===== config.mk =====
export PLATFORM = sky130hd
export DESIGN_NAME = active_set_min_tracker_flat
export DESIGN_NICKNAME = d
export VERILOG_FILES = /design/src/rtl/core/astm_pkg.sv /design/src/rtl/core/astm_req_if.sv /design/src/rtl/core/astm_rsp_if.sv /design/src/rtl/core/astm_store.sv /design/src/rtl/core/astm_seq.sv /design/src/rtl/core/active_set_min_tracker.sv /design/src/flat_wrapper.sv
export SDC_FILE = /design/constraint.sdc
export NUM_CORES = 2
export LEC_CHECK = 0
export BUFFER_PORTS_ARGS = -buffer_cell sky130_fd_sc_hd__buf_2
export CAP_MARGIN = 30
export CORE_MARGIN = 8
export CORE_UTILIZATION = 60
export DETAILED_ROUTE_END_ITERATION = 16
export GPL_TIMING_DRIVEN = 0
export PLACE_DENSITY_LB_ADDON = 0.15
export SYNTH_ARGS = -nofsm -noshare
export SYNTH_HDL_FRONTEND = slang
export SYNTH_SLANG_ARGS = --single-unit

===== constraint.sdc =====
create_clock -name clock -period 7.6 [get_ports clock]
set_input_delay 0.38 -clock clock [delete_from_list [all_inputs] [get_ports clock]]
set_output_delay 0.38 -clock clock [all_outputs]
set_load 0.05 [all_outputs]

===== src/rtl/core/astm_pkg.sv =====
package astm_pkg;

   localparam int CAPACITY = 64;
   localparam int IDX_W    = (CAPACITY > 1) ? $clog2(CAPACITY) : 1;
   localparam int VALUE_W  = 32;
   localparam int ACTION_W = 2;

   localparam logic [IDX_W-1:0] LAST_IDX = IDX_W'(CAPACITY - 1);

   localparam logic [ACTION_W-1:0] ACT_INSERT = 2'd0;
   localparam logic [ACTION_W-1:0] ACT_REMOVE = 2'd1;
   localparam logic [ACTION_W-1:0] ACT_QUERY  = 2'd2;

   typedef struct packed {
      logic [IDX_W-1:0]   rd_addr;
      logic               wr_en;
      logic [IDX_W-1:0]   wr_idx;
      logic [VALUE_W-1:0] wr_data;
      logic               clr_en;
      logic [IDX_W-1:0]   clr_idx;
   } store_cmd_type;

   typedef struct packed {
      logic [VALUE_W-1:0] rd_data;
      logic               rd_vld;
   } store_rsp_type;

   typedef struct packed {
      logic               found;
      logic [VALUE_W-1:0] minimum;
      logic               overflowed;
   } result_type;

   typedef struct packed {
      logic       fire;
      result_type rslt;
   } done_type;

endpackage


===== src/rtl/core/astm_req_if.sv =====
interface astm_req_if import astm_pkg::*; ();
   logic                valid;
   logic                ready;
   logic [ACTION_W-1:0] action;
   logic [VALUE_W-1:0]  value;

   modport source (output valid, output action, output value, input ready);
   modport sink   (input valid, input action, input value, output ready);
endinterface


===== src/rtl/core/astm_rsp_if.sv =====
interface astm_rsp_if import astm_pkg::*; ();
   logic               valid;
   logic               ready;
   logic               found;
   logic [VALUE_W-1:0] minimum;
   logic               overflowed;

   modport source (output valid, output found, output minimum, output overflowed,
                   input ready);
   modport sink   (input valid, input found, input minimum, input overflowed,
                   output ready);
endinterface


===== src/rtl/core/astm_store.sv =====
module astm_store import astm_pkg::*; (
   input  logic          clock,
   input  logic          reset,
   input  store_cmd_type cmd,
   output store_rsp_type rsp
);

   logic [VALUE_W-1:0]  mem [CAPACITY];
   logic [CAPACITY-1:0] vld_ff;
   logic [CAPACITY-1:0] vld_in;
   logic [VALUE_W-1:0]  rd_data_ff;
   logic                rd_vld_ff;

   always_ff @(posedge clock) begin
      if (cmd.wr_en) begin
         mem[cmd.wr_idx] <= cmd.wr_data;
      end
      rd_data_ff <= mem[cmd.rd_addr];
   end

   always_comb begin
      vld_in = vld_ff;
      if (cmd.wr_en) begin
         vld_in[cmd.wr_idx] = 1'b1;
      end
      if (cmd.clr_en) begin
         vld_in[cmd.clr_idx] = 1'b0;
      end
   end

   always_ff @(posedge clock) begin
      if (reset) begin
         vld_ff    <= '0;
         rd_vld_ff <= 1'b0;
      end else begin
         vld_ff    <= vld_in;
         rd_vld_ff <= vld_ff[cmd.rd_addr];
      end
   end

   assign rsp.rd_data = rd_data_ff;
   assign rsp.rd_vld  = rd_vld_ff;

   // only free entries get filled
   a_fill_free: assert property (@(posedge clock) disable iff (reset)
      cmd.wr_en |-> !vld_ff[cmd.wr_idx])
      else $error("write into occupied entry");

   a_fill_sets: assert property (@(posedge clock) disable iff (reset)
      cmd.wr_en && !cmd.clr_en |=> vld_ff[$past(cmd.wr_idx)])
      else $error("valid bit not set after write");

   a_clr_clears: assert property (@(posedge clock) disable iff (reset)
      cmd.clr_en && !cmd.wr_en |=> !vld_ff[$past(cmd.clr_idx)])
      else $error("valid bit not cleared after remove");

endmodule


===== src/rtl/core/astm_seq.sv =====
module astm_seq import astm_pkg::*; (
   input  logic          clock,
   input  logic          reset,
   astm_req_if.sink      req_bus,
   input  logic          out_busy,
   input  store_rsp_type st_rsp,
   output store_cmd_type st_cmd,
   output done_type      done
);

   typedef enum logic [3:0] {
      S_IDLE   = 4'b0001,
      S_SCAN   = 4'b0010,
      S_DRAIN  = 4'b0100,
      S_FINISH = 4'b1000
   } state_type;

   state_type           state_ff, state_in;
   logic [ACTION_W-1:0] act_ff, act_in;
   logic [VALUE_W-1:0]  val_ff, val_in;
   logic [IDX_W-1:0]    cnt_ff, cnt_in;
   logic                chk_ff, chk_in;
   logic [IDX_W-1:0]    chk_idx_ff, chk_idx_in;
   logic                have_ff, have_in;
   logic [VALUE_W-1:0]  best_ff, best_in;
   logic                hit_ff, hit_in;
   logic [IDX_W-1:0]    hit_idx_ff, hit_idx_in;
   logic                free_ff, free_in;
   logic [IDX_W-1:0]    free_idx_ff, free_idx_in;
   logic                ovf_ff, ovf_in;

   logic               is_query;
   logic [VALUE_W-1:0] operand;
   logic               cmp_eq;
   logic               cmp_lt;
   logic               accept;

   // shared compare unit: stored value against search key or running minimum
   assign is_query = (act_ff == ACT_QUERY);
   assign operand  = is_query ? best_ff : val_ff;
   assign cmp_eq   = (st_rsp.rd_data == operand);
   assign cmp_lt   = (st_rsp.rd_data < operand);

   assign req_bus.ready = (state_ff == S_IDLE);
   assign accept        = req_bus.valid && req_bus.ready;

   always_comb begin
      state_in    = state_ff;
      act_in      = act_ff;
      val_in      = val_ff;
      cnt_in      = cnt_ff;
      chk_in      = 1'b0;
      chk_idx_in  = cnt_ff;
      have_in     = have_ff;
      best_in     = best_ff;
      hit_in      = hit_ff;
      hit_idx_in  = hit_idx_ff;
      free_in     = free_ff;
      free_idx_in = free_idx_ff;
      ovf_in      = ovf_ff;

      st_cmd.rd_addr = cnt_ff;
      st_cmd.wr_en   = 1'b0;
      st_cmd.wr_idx  = free_idx_ff;
      st_cmd.wr_data = val_ff;
      st_cmd.clr_en  = 1'b0;
      st_cmd.clr_idx = hit_idx_ff;

      done.fire            = 1'b0;
      done.rslt.found      = have_ff;
      done.rslt.minimum    = have_ff ? best_ff : '0;
      done.rslt.overflowed = ovf_ff;

      // data phase, one entry behind the address
      if (chk_ff) begin
         if (st_rsp.rd_vld) begin
            if (cmp_eq && !hit_ff) begin
               hit_in     = 1'b1;
               hit_idx_in = chk_idx_ff;
            end
            if (is_query && (!have_ff || cmp_lt)) begin
               have_in = 1'b1;
               best_in = st_rsp.rd_data;
            end
         end else if (!free_ff) begin
            free_in     = 1'b1;
            free_idx_in = chk_idx_ff;
         end
      end

      unique case (state_ff)
         S_IDLE: begin
            if (accept) begin
               act_in  = req_bus.action;
               val_in  = req_bus.value;
               cnt_in  = '0;
               have_in = 1'b0;
               hit_in  = 1'b0;
               free_in = 1'b0;
               if (req_bus.action == ACT_INSERT || req_bus.action == ACT_REMOVE ||
                   req_bus.action == ACT_QUERY) begin
                  state_in = S_SCAN;
               end
            end
         end
         S_SCAN: begin
            chk_in = 1'b1;
            cnt_in = cnt_ff + 1'b1;
            if (cnt_ff == LAST_IDX) begin
               cnt_in   = '0;
               state_in = S_DRAIN;
            end
         end
         S_DRAIN: begin
            state_in = S_FINISH;
         end
         S_FINISH: begin
            if (is_query) begin
               if (!out_busy) begin
                  done.fire = 1'b1;
                  state_in  = S_IDLE;
               end
            end else begin
               if (act_ff == ACT_INSERT && !hit_ff) begin
                  if (free_ff) begin
                     st_cmd.wr_en = 1'b1;
                  end else begin
                     ovf_in = 1'b1;
                  end
               end
               if (act_ff == ACT_REMOVE && hit_ff) begin
                  st_cmd.clr_en = 1'b1;
               end
               state_in = S_IDLE;
            end
         end
         default: begin
            state_in = S_IDLE;
         end
      endcase
   end

   always_ff @(posedge clock) begin
      if (reset) begin
         state_ff <= S_IDLE;
         chk_ff   <= 1'b0;
         ovf_ff   <= 1'b0;
         cnt_ff   <= '0;
      end else begin
         state_ff <= state_in;
         chk_ff   <= chk_in;
         ovf_ff   <= ovf_in;
         cnt_ff   <= cnt_in;
      end
   end

   always_ff @(posedge clock) begin
      act_ff      <= act_in;
      val_ff      <= val_in;
      chk_idx_ff  <= chk_idx_in;
      have_ff     <= have_in;
      best_ff     <= best_in;
      hit_ff      <= hit_in;
      hit_idx_ff  <= hit_idx_in;
      free_ff     <= free_in;
      free_idx_ff <= free_idx_in;
   end

   a_ovf_sticky: assert property (@(posedge clock) disable iff (reset)
      ovf_ff |=> ovf_ff)
      else $error("overflow flag dropped");

   a_result_needs_room: assert property (@(posedge clock) disable iff (reset)
      done.fire |-> !out_busy && is_query)
      else $error("result issued into a busy output stage");

   a_scan_ends: assert property (@(posedge clock) disable iff (reset)
      state_ff == S_SCAN && cnt_ff == LAST_IDX |=> state_ff == S_DRAIN)
      else $error("scan did not end after last entry");

endmodule


===== src/rtl/core/active_set_min_tracker.sv =====
// Active set of distinct 32-bit values with a minimum query.
// req_bus: one beat per action (insert, remove, query); action code 3 is
//   taken and dropped with no effect.
// rsp_bus: one beat per query: found, minimum (zero when empty) and the
//   sticky overflow flag. Inserts and removes give no beat.
// Each insert, remove or query walks all CAPACITY entries through the
//   single read port of the value memory, one entry per cycle, against the
//   shared compare unit. req_bus ready is low from the accept through the
//   scan, drain and finish states, until the block is idle again. A query
//   result reaches rsp_bus valid in the same cycle that ready returns. An
//   action code 3 leaves the block idle.
// The result sits in an output register; the next item is accepted while
//   it waits. A following query finishes its scan and then holds until the
//   output register is free.
// Reset (synchronous) empties the store and clears the overflow flag; no
//   clearing pass. A dropped insert into a full store sets the overflow
//   flag until the next reset.
module active_set_min_tracker import astm_pkg::*; (
   input  logic      clock,
   input  logic      reset,
   astm_req_if.sink  req_bus,
   astm_rsp_if.source rsp_bus
);

   store_cmd_type st_cmd;
   store_rsp_type st_rsp;
   done_type      done;
   logic          out_busy;

   logic               rsp_valid_ff, rsp_valid_in;
   logic               found_ff;
   logic [VALUE_W-1:0] minimum_ff;
   logic               ovf_ff;

   astm_store u_store (
      .clock (clock),
      .reset (reset),
      .cmd   (st_cmd),
      .rsp   (st_rsp)
   );

   astm_seq u_seq (
      .clock    (clock),
      .reset    (reset),
      .req_bus  (req_bus),
      .out_busy (out_busy),
      .st_rsp   (st_rsp),
      .st_cmd   (st_cmd),
      .done     (done)
   );

   assign out_busy = rsp_valid_ff && !rsp_bus.ready;

   always_comb begin
      rsp_valid_in = rsp_valid_ff && !rsp_bus.ready;
      if (done.fire) begin
         rsp_valid_in = 1'b1;
      end
   end

   always_ff @(posedge clock) begin
      if (reset) begin
         rsp_valid_ff <= 1'b0;
      end else begin
         rsp_valid_ff <= rsp_valid_in;
      end
   end

   always_ff @(posedge clock) begin
      if (done.fire) begin
         found_ff   <= done.rslt.found;
         minimum_ff <= done.rslt.minimum;
         ovf_ff     <= done.rslt.overflowed;
      end
   end

   assign rsp_bus.valid      = rsp_valid_ff;
   assign rsp_bus.found      = found_ff;
   assign rsp_bus.minimum    = minimum_ff;
   assign rsp_bus.overflowed = ovf_ff;

   a_busy_after_accept: assert property (@(posedge clock) disable iff (reset)
      req_bus.valid && req_bus.ready && req_bus.action == ACT_QUERY |=> !req_bus.ready)
      else $error("ready after accepting a query");

   a_empty_min_zero: assert property (@(posedge clock) disable iff (reset)
      rsp_bus.valid && !rsp_bus.found |-> rsp_bus.minimum == '0)
      else $error("nonzero minimum on empty set");

   a_no_overwrite: assert property (@(posedge clock) disable iff (reset)
      done.fire |-> !out_busy)
      else $error("pending result overwritten");

endmodule

===== src/flat_wrapper.sv =====
// flat-port wrapper written by rule: the top's interface ports become plain ports
module active_set_min_tracker_flat import astm_pkg::*;
  (clock, reset, req_bus_valid, req_bus_action, req_bus_value, req_bus_ready, rsp_bus_valid, rsp_bus_found, rsp_bus_minimum, rsp_bus_overflowed, rsp_bus_ready);
  astm_req_if req_bus_i ();
  astm_rsp_if rsp_bus_i ();
  input  logic clock;
  input  logic reset;
  input wire logic [$bits(req_bus_i.valid)-1:0] req_bus_valid;
  input wire logic [$bits(req_bus_i.action)-1:0] req_bus_action;
  input wire logic [$bits(req_bus_i.value)-1:0] req_bus_value;
  output wire logic [$bits(req_bus_i.ready)-1:0] req_bus_ready;
  output wire logic [$bits(rsp_bus_i.valid)-1:0] rsp_bus_valid;
  output wire logic [$bits(rsp_bus_i.found)-1:0] rsp_bus_found;
  output wire logic [$bits(rsp_bus_i.minimum)-1:0] rsp_bus_minimum;
  output wire logic [$bits(rsp_bus_i.overflowed)-1:0] rsp_bus_overflowed;
  input wire logic [$bits(rsp_bus_i.ready)-1:0] rsp_bus_ready;
  assign req_bus_i.valid = req_bus_valid;
  assign req_bus_i.action = req_bus_action;
  assign req_bus_i.value = req_bus_value;
  assign req_bus_ready = req_bus_i.ready;
  assign rsp_bus_valid = rsp_bus_i.valid;
  assign rsp_bus_found = rsp_bus_i.found;
  assign rsp_bus_minimum = rsp_bus_i.minimum;
  assign rsp_bus_overflowed = rsp_bus_i.overflowed;
  assign rsp_bus_i.ready = rsp_bus_ready;
  active_set_min_tracker u_core (.clock(clock), .reset(reset), .req_bus(req_bus_i), .rsp_bus(rsp_bus_i));
endmodule

After elaboration in Yosys (flattened, before gate mapping)
Memories as Yosys holds them, arrays and structs flattened. A register that Yosys moved wholly into a read port is not among the register bits.
Index checks and enable logic that the tools add are counted.
- memory bits (read-only): 0
- latch bits: 0
- bits in writable memories: 2048
- input port bits: 38
- memories: 1
- output and inout port bits: 36
- logic and storage cells: 117
- bits in registers: 199
- shift-type cells: 0
- $lt $le $gt $ge: 6
- mux-type cells: 46
- multiply operators: 0
- reductions and logical operators: 24
- div/mod/pow operators: 0
- $add $sub $neg: 1
- bitwise operators: 6
- equal/unequal tests: 14
- memory list (memory ; words ; bits a word ; read ports ; clocked after Yosys merged registers in ; wr ports ; RTL line ; text):
    u_core.u_store.mem ; 64 ; 32 ; 1 ; 1 ; 1 ; astm_store.sv:8 ; logic [VALUE_W-1:0] mem [CAPACITY];
- operators by type and width (cell ; number):
    two-way mux 64 bit ; 2
    bitwise AND 64 bit ; 1
    NOT 64 bit ; 1
    bitwise OR 64 bit ; 1
    == test 32 bit ; 1
    less-than comparator 32 bit ; 1
    two-way mux 32 bit ; 1
    two-way mux 1 bit ; 31
    less-than comparator 6 x 7 -> 1 bit (second input constant) ; 3
    two-way mux 4 bit ; 5
    case mux 4 bit (4 select lines) ; 1
    demux 1 bit (select 6 bit) ; 2
    >= comparator 6 x 1 -> 1 bit (second input constant) ; 2
    two-way mux 6 bit ; 2
    case mux 6 bit (2 select lines) ; 1
    AND reduction 3 bit ; 3
    logical AND 1 bit ; 8
    AND reduction 4 bit ; 2
    adder 6 x 1 -> 6 bit (second input constant) ; 1
    binary-select mux 1 bit (select 6 bit) ; 1
    == test 6 bit (second input constant) ; 1
    == test 2 x 1 -> 1 bit (second input constant) ; 2
    == test 2 bit (second input constant) ; 2
    == test 4 x 1 -> 1 bit (second input constant) ; 1
    12 further kinds ; 21

Longest topological paths before layout
- word-level depth: 10
- depth in mapped cells: 11
- mapped depth without buffers: 9

Modules after synthesis
From an unflattened synthesis, not the netlist that was laid out.
- cells, all modules: 3911
- area total of the unflattened synthesis: 86838.3 um^2
- by module, submodules not included (module ; area an instance (um^2) ; instances ; sequential area each (um^2) ; cells each):
    astm_store ; 81335.5 ; 1 ; 63440.8 ; 3542
    astm_seq ; 4438.0 ; 1 ; 2762.6 ; 332
    active_set_min_tracker ; 1064.8 ; 1 ; 1041.0 ; 37

Worst setup path after synthesis
Ideal clock, no wire load.
- path type: flip-flop to flip-flop
- from: reg u_core.u_seq.act_ff[0]
- to: reg u_core.u_seq.best_ff[0] (enable)
- library setup time: 0.470 ns
- required time: 7.130 ns
- stages on the path, launching flop included: 11
- arrival: 5.062 ns
- clock period less this slack: 5.531 ns
- setup slack: 2.069 ns
- buffers on the path: 2
- cells stage by stage: edfxtp_1 nand2b_1 clkbuf_1 buf_1 mux2i_1 ha_1 a21o_1 a221o_1 a221oi_1 a31oi_1 o31ai_1
- longest elaborated chain between the ends: 6
- RTL lines (what ; RTL line ; text):
    start, declared ; astm_seq.sv:19 ; logic [ACTION_W-1:0] act_ff, act_in;
    start signal, assigned ; astm_seq.sv:158 ; act_ff <= act_in;
    == test 2 bit * ; astm_seq.sv:39 ; assign is_query = (act_ff == ACT_QUERY);
    two-way mux 32 bit ; astm_seq.sv:40 ; assign operand = is_query ? best_ff : val_ff;
    less-than comparator 32 bit ; astm_seq.sv:42 ; assign cmp_lt = (st_rsp.rd_data < operand);
    logical OR 1 bit ; astm_seq.sv:81 ; if (is_query && (!have_ff || cmp_lt)) begin
    logical AND 1 bit * ; astm_seq.sv:81 ;
    AND reduction 3 bit (no source line) * ; -- ;
    end signal, assigned ; astm_seq.sv:162 ; best_ff <= best_in;
    end, declared ; astm_seq.sv:25 ; logic [VALUE_W-1:0] best_ff, best_in;
Mark *: on every way between the ends. The rest lies on a longest branch, timed or not.
A chain may end at the register's enable or synchronous reset.

Worst setup path in the final report
- from: reg u_core.u_seq.act_ff[1]
- to: reg u_core.u_seq.hit_idx_ff[3] (enable)
- longest elaborated chain between the ends: 5
- RTL lines (what ; RTL line ; text):
    == test 2 bit ; astm_seq.sv:39 ;
    two-way mux 32 bit ; astm_seq.sv:40 ;
    == test 32 bit ; astm_seq.sv:41 ; assign cmp_eq = (st_rsp.rd_data == operand);
    logical AND 1 bit ; astm_seq.sv:77 ; if (cmp_eq && !hit_ff) begin
    AND reduction 3 bit (no source line) ; -- ;
    end signal, assigned ; astm_seq.sv:164 ; hit_idx_ff <= hit_idx_in;
    end, declared ; astm_seq.sv:27 ; logic [IDX_W-1:0] hit_idx_ff, hit_idx_in;
No other way between the ends.

==> impl_results.md <==
- Outcome: complete, no violations
- RSZ-0062 raised after global routing: false
- Worst Tran Pin Value: 1.12 ns
- Synth warnings: 0
- Slew Limit Fails: 0
- Met3 Resource Use GR: 7.55%
- DR iter-0 viols: 6568
- Peak VDD IR: 0.287 mV
- Initial Utilization: 60.3%
- Endpoint type of the worst setup path: register
- Post-route ant nets: 0
- Synthesized flop and latch total: 2279
- Share of layout cells above drive strength 1: 28.0%
- Row cnt: 139
- Worst hold path class: in2reg
- Clock Path Buffers: 3
- CTS resizes: 0
- # fillers: 8560
- Crit path max fanout: 10
- Worst EP required: 8.05 ns
- DP Cell Count: 6011
- Gp weighted congestion: 0.964
- Met2 usage: 46.9%
- Root Driver: clkbuf_16
- TritonCTS Sinks: 2279
- Tcrit/Tclk final: 65.8%
- Largest net degree at the start of global routing: 39
- Clock Latency Late Sink: 0.82 ns
- Boundary pin count: 74
- Mapped Avg Cell Area: 22.3 µm²
- Vias/cell: 6.90
- Port Buf Inserts: 72
- Post-synthesis simple-gate area fraction: 1.82%
- Cell variety after synth: 60
- Global-route track usage on met1: 41.1%
- Worst Clk Skew: 0.0360 ns
- GRT busiest layer: met2
- Max Clk Rate: 200 MHz
- H-tree depth: 4
- Rel. slew slack: 25.3%
- Max-cap violations: 0
- DRC: 0
- Final hold vios: 0
- Yosys top cell area share: 75.0%
- Hpwl dp: 161000 µm
- Critical path class: reg2reg
- TritonCTS Buffers: 218
- Mux share of post-synthesis cell area: 15.3%
- Grt ovf: 0
- Top cell type by total area after synthesis: edfxtp_1
- Drt wl/cell: 36.9 µm
- Die extent in x: 396 µm
- Register area share after synthesis: 77.8%
- All-Layer GR Usage: 30.2%
- Post-CTS Repair Setup Buffers: 0
- Initial antenna violation count: 14
- Final setup vio count: 0
- Primary FF master, synth: edfxtp_1
- Finished Layout Cells: 6455
- Vias in the first global route: 44700
- Synth Instances: 3883
- CP startpoint kind: register
- Layout area overhead: 16.1%
- Crit path arrival time: 5.45 ns
- Setup TNS: 0 ns
- Static leakage: 31.4 nW
- Post-synth ARST share: 0%
- Core Region: 143000 µm²
- Synth Area in XOR/XNOR: 0.0203%
- Synth area leaders: edfxtp_1, mux4_2, dfxtp_1, a22oi_1, a21oi_1
- Count leader, synth: edfxtp_1
- First-pass GRT wire length: 334000 µm
- Die area: 156000 µm²
- Leading cell types by count after synthesis: edfxtp_1, mux4_2, nor2_1
- Adder-cell area share of the yosys netlist: 0.478%
- Die H: 396 µm
- Final nets: 4436
- Synth Area in Compound Gates: 3.41%
- Clk slew on worst S/H paths: 0.06 ns
- Post-route minimum period: 5.00 ns
- Post-synth EDFFs: 2160
- DRT Pass-1 Iters: 5
- Routed Wire Length: 238000 µm
- Mapped Nets: 3954
- Mapped Area: 86500 µm²
- Largest family of logic cells by synthesized area: multiplexers
- CTS tree: done
- Power Dens Cells: 274 nW/µm²
- Vias: 44500
worst max-delay path: stages (launching register included):
cell	delay (ns)
edfxtp_1	0.46
nand2b_1	0.26
clkbuf_1	0.68
buf_1	0.81
mux2i_1	0.20
ha_1	0.34
nand4_1	0.12
nor3_1	0.36
and4_1	0.30
nand4_1	0.35
nor2_1	0.73
report_power, final:
group          switching, mW  leakage [nW]  internal [mW]
logic                   1.41          7.60           1.00
registers              0.207          20.4           14.4
clock network           4.58          3.37           5.96
total                   6.20          31.4           21.3
placed cells by master, fill, tap and decap left out, drive strengths merged, types with 13 or more instances in the layout:
cell type / instances
clkbuf: 376
inv: 14
mux2i: 49
dfxtp: 119
a22o: 38
edfxtp: 2160
and2: 35
o21a: 64
ha: 33
a221oi: 41
nor2: 131
dlygate4sd3: 36
a22oi: 82
mux4: 565
nor2b: 16
bufinv: 15
buf: 343
a21oi: 121
o22ai: 14
o221ai: 17
nor3: 19
o21ai: 22
nand2: 49
nand3: 13
clkinv: 92
flip-flops by register name, summed over array words and instances (netlist names):
register,cells
u_core.u_store.vld_ff,64
u_core.u_seq.free_ff,1
u_core.rsp_bus.overflowed,1
u_core.rsp_bus.valid,1
u_core.u_store.rd_data_ff,32
u_core.u_seq.val_ff,32
u_core.u_store.mem,2048
u_core.rsp_bus.found,1
u_core.u_seq.have_ff,1
u_core.u_seq.free_idx_ff,6
u_core.u_seq.ovf_ff,1
u_core.rsp_bus.minimum,32
u_core.u_seq.best_ff,32
u_core.u_seq.chk_idx_ff,6
u_core.u_seq.hit_ff,1
u_core.u_seq.act_ff,2
u_core.u_seq.hit_idx_ff,6
u_core.u_seq.chk_ff,1
u_core.u_seq.chk_idx_in,6
u_core.u_store.rd_vld_ff,1
u_core.u_seq.state_ff,4
layout make-up:
type / instances / area [µm²] / share of cell area (%)
well taps: 1903 / 2380 / 2.37
multi-input cells: 1386 / 18700 / 18.6
flip-flops and latches: 2279 / 67200 / 67.0
repair buffers: 262 / 4120 / 4.11
diodes: 4 / 10.0 / 0.00997
plain buffers: 211 / 1010 / 1.00
clock buffers: 282 / 5900 / 5.88
clock inverters: 121 / 993 / 0.990
inverters: 7 / 26.3 / 0.0262
timing repair:
action	in CTS	in global routing
endpoints found under the hold margin	39	0
hold buffers	36	0
setup endpoints to repair	0	0
final timing paths:
kind | start | endpoint | slack (ns) | cells past startpoint
max | u_core.u_seq.act_ff[1] | u_core.u_seq.hit_idx_ff[3] | 2.60 | 10
min | req_bus_value[30] | u_core.u_seq.val_ff[30] | 0.27 | 2
max reg2reg | u_core.u_seq.act_ff[1] | u_core.u_seq.hit_idx_ff[3] | 2.60 | 10
min reg2reg | u_core.u_seq.chk_idx_in[5] | u_core.u_seq.chk_idx_ff[5] | 0.37 | 0
per-stage QoR:
| step | hold WS (ns) | setup slack (ns) | power [mW] | instance area, µm² | util [%] |
|---|---|---|---|---|---|
| 4_1_cts | 0.209 | 2.69 | 27.6 | 100000 | 70.0 |
| 5_1_grt | 0.240 | 2.50 | 28.2 | 100000 | 70.0 |
| 3_3_place_gp | 0.341 | -0.507 | 16.8 | 89200 | 62.2 |
| 6_report | 0.269 | 2.60 | 27.5 | 100000 | 70.0 |
| 2_1_floorplan | 0.332 | 2.07 | 16.0 | 86500 | - |
| 3_5_place_dp | 0.362 | 2.71 | 17.2 | 93100 | 65.0 |
cell families (layout without fill, tap and decap cells):
| logic type | Yosys count | after routing |
|---|---|---|
| AO/OA/AOI/OAI | 423 | 423 |
| buffers and inverters | 218 | 883 |
| multiplexers | 615 | 615 |
| AND/OR/NAND/NOR | 313 | 313 |
| other | 0 | 4 |
| flip-flops | 2279 | 2279 |
| XOR/XNOR | 2 | 2 |
| adder cells (fa/ha/maj) | 33 | 33 |
per-layer routing:
metal / part of all wire, % / routed length, µm / vias to the layer above
met5: 0.022 / 52 / -
met4: 5.7 / 13600 / 8
met3: 11 / 27100 / 575
met2: 47 / 112000 / 2959
met1: 36 / 86000 / 23500
li1: - / - / 17500
Power figures use the tool's default switching activity.
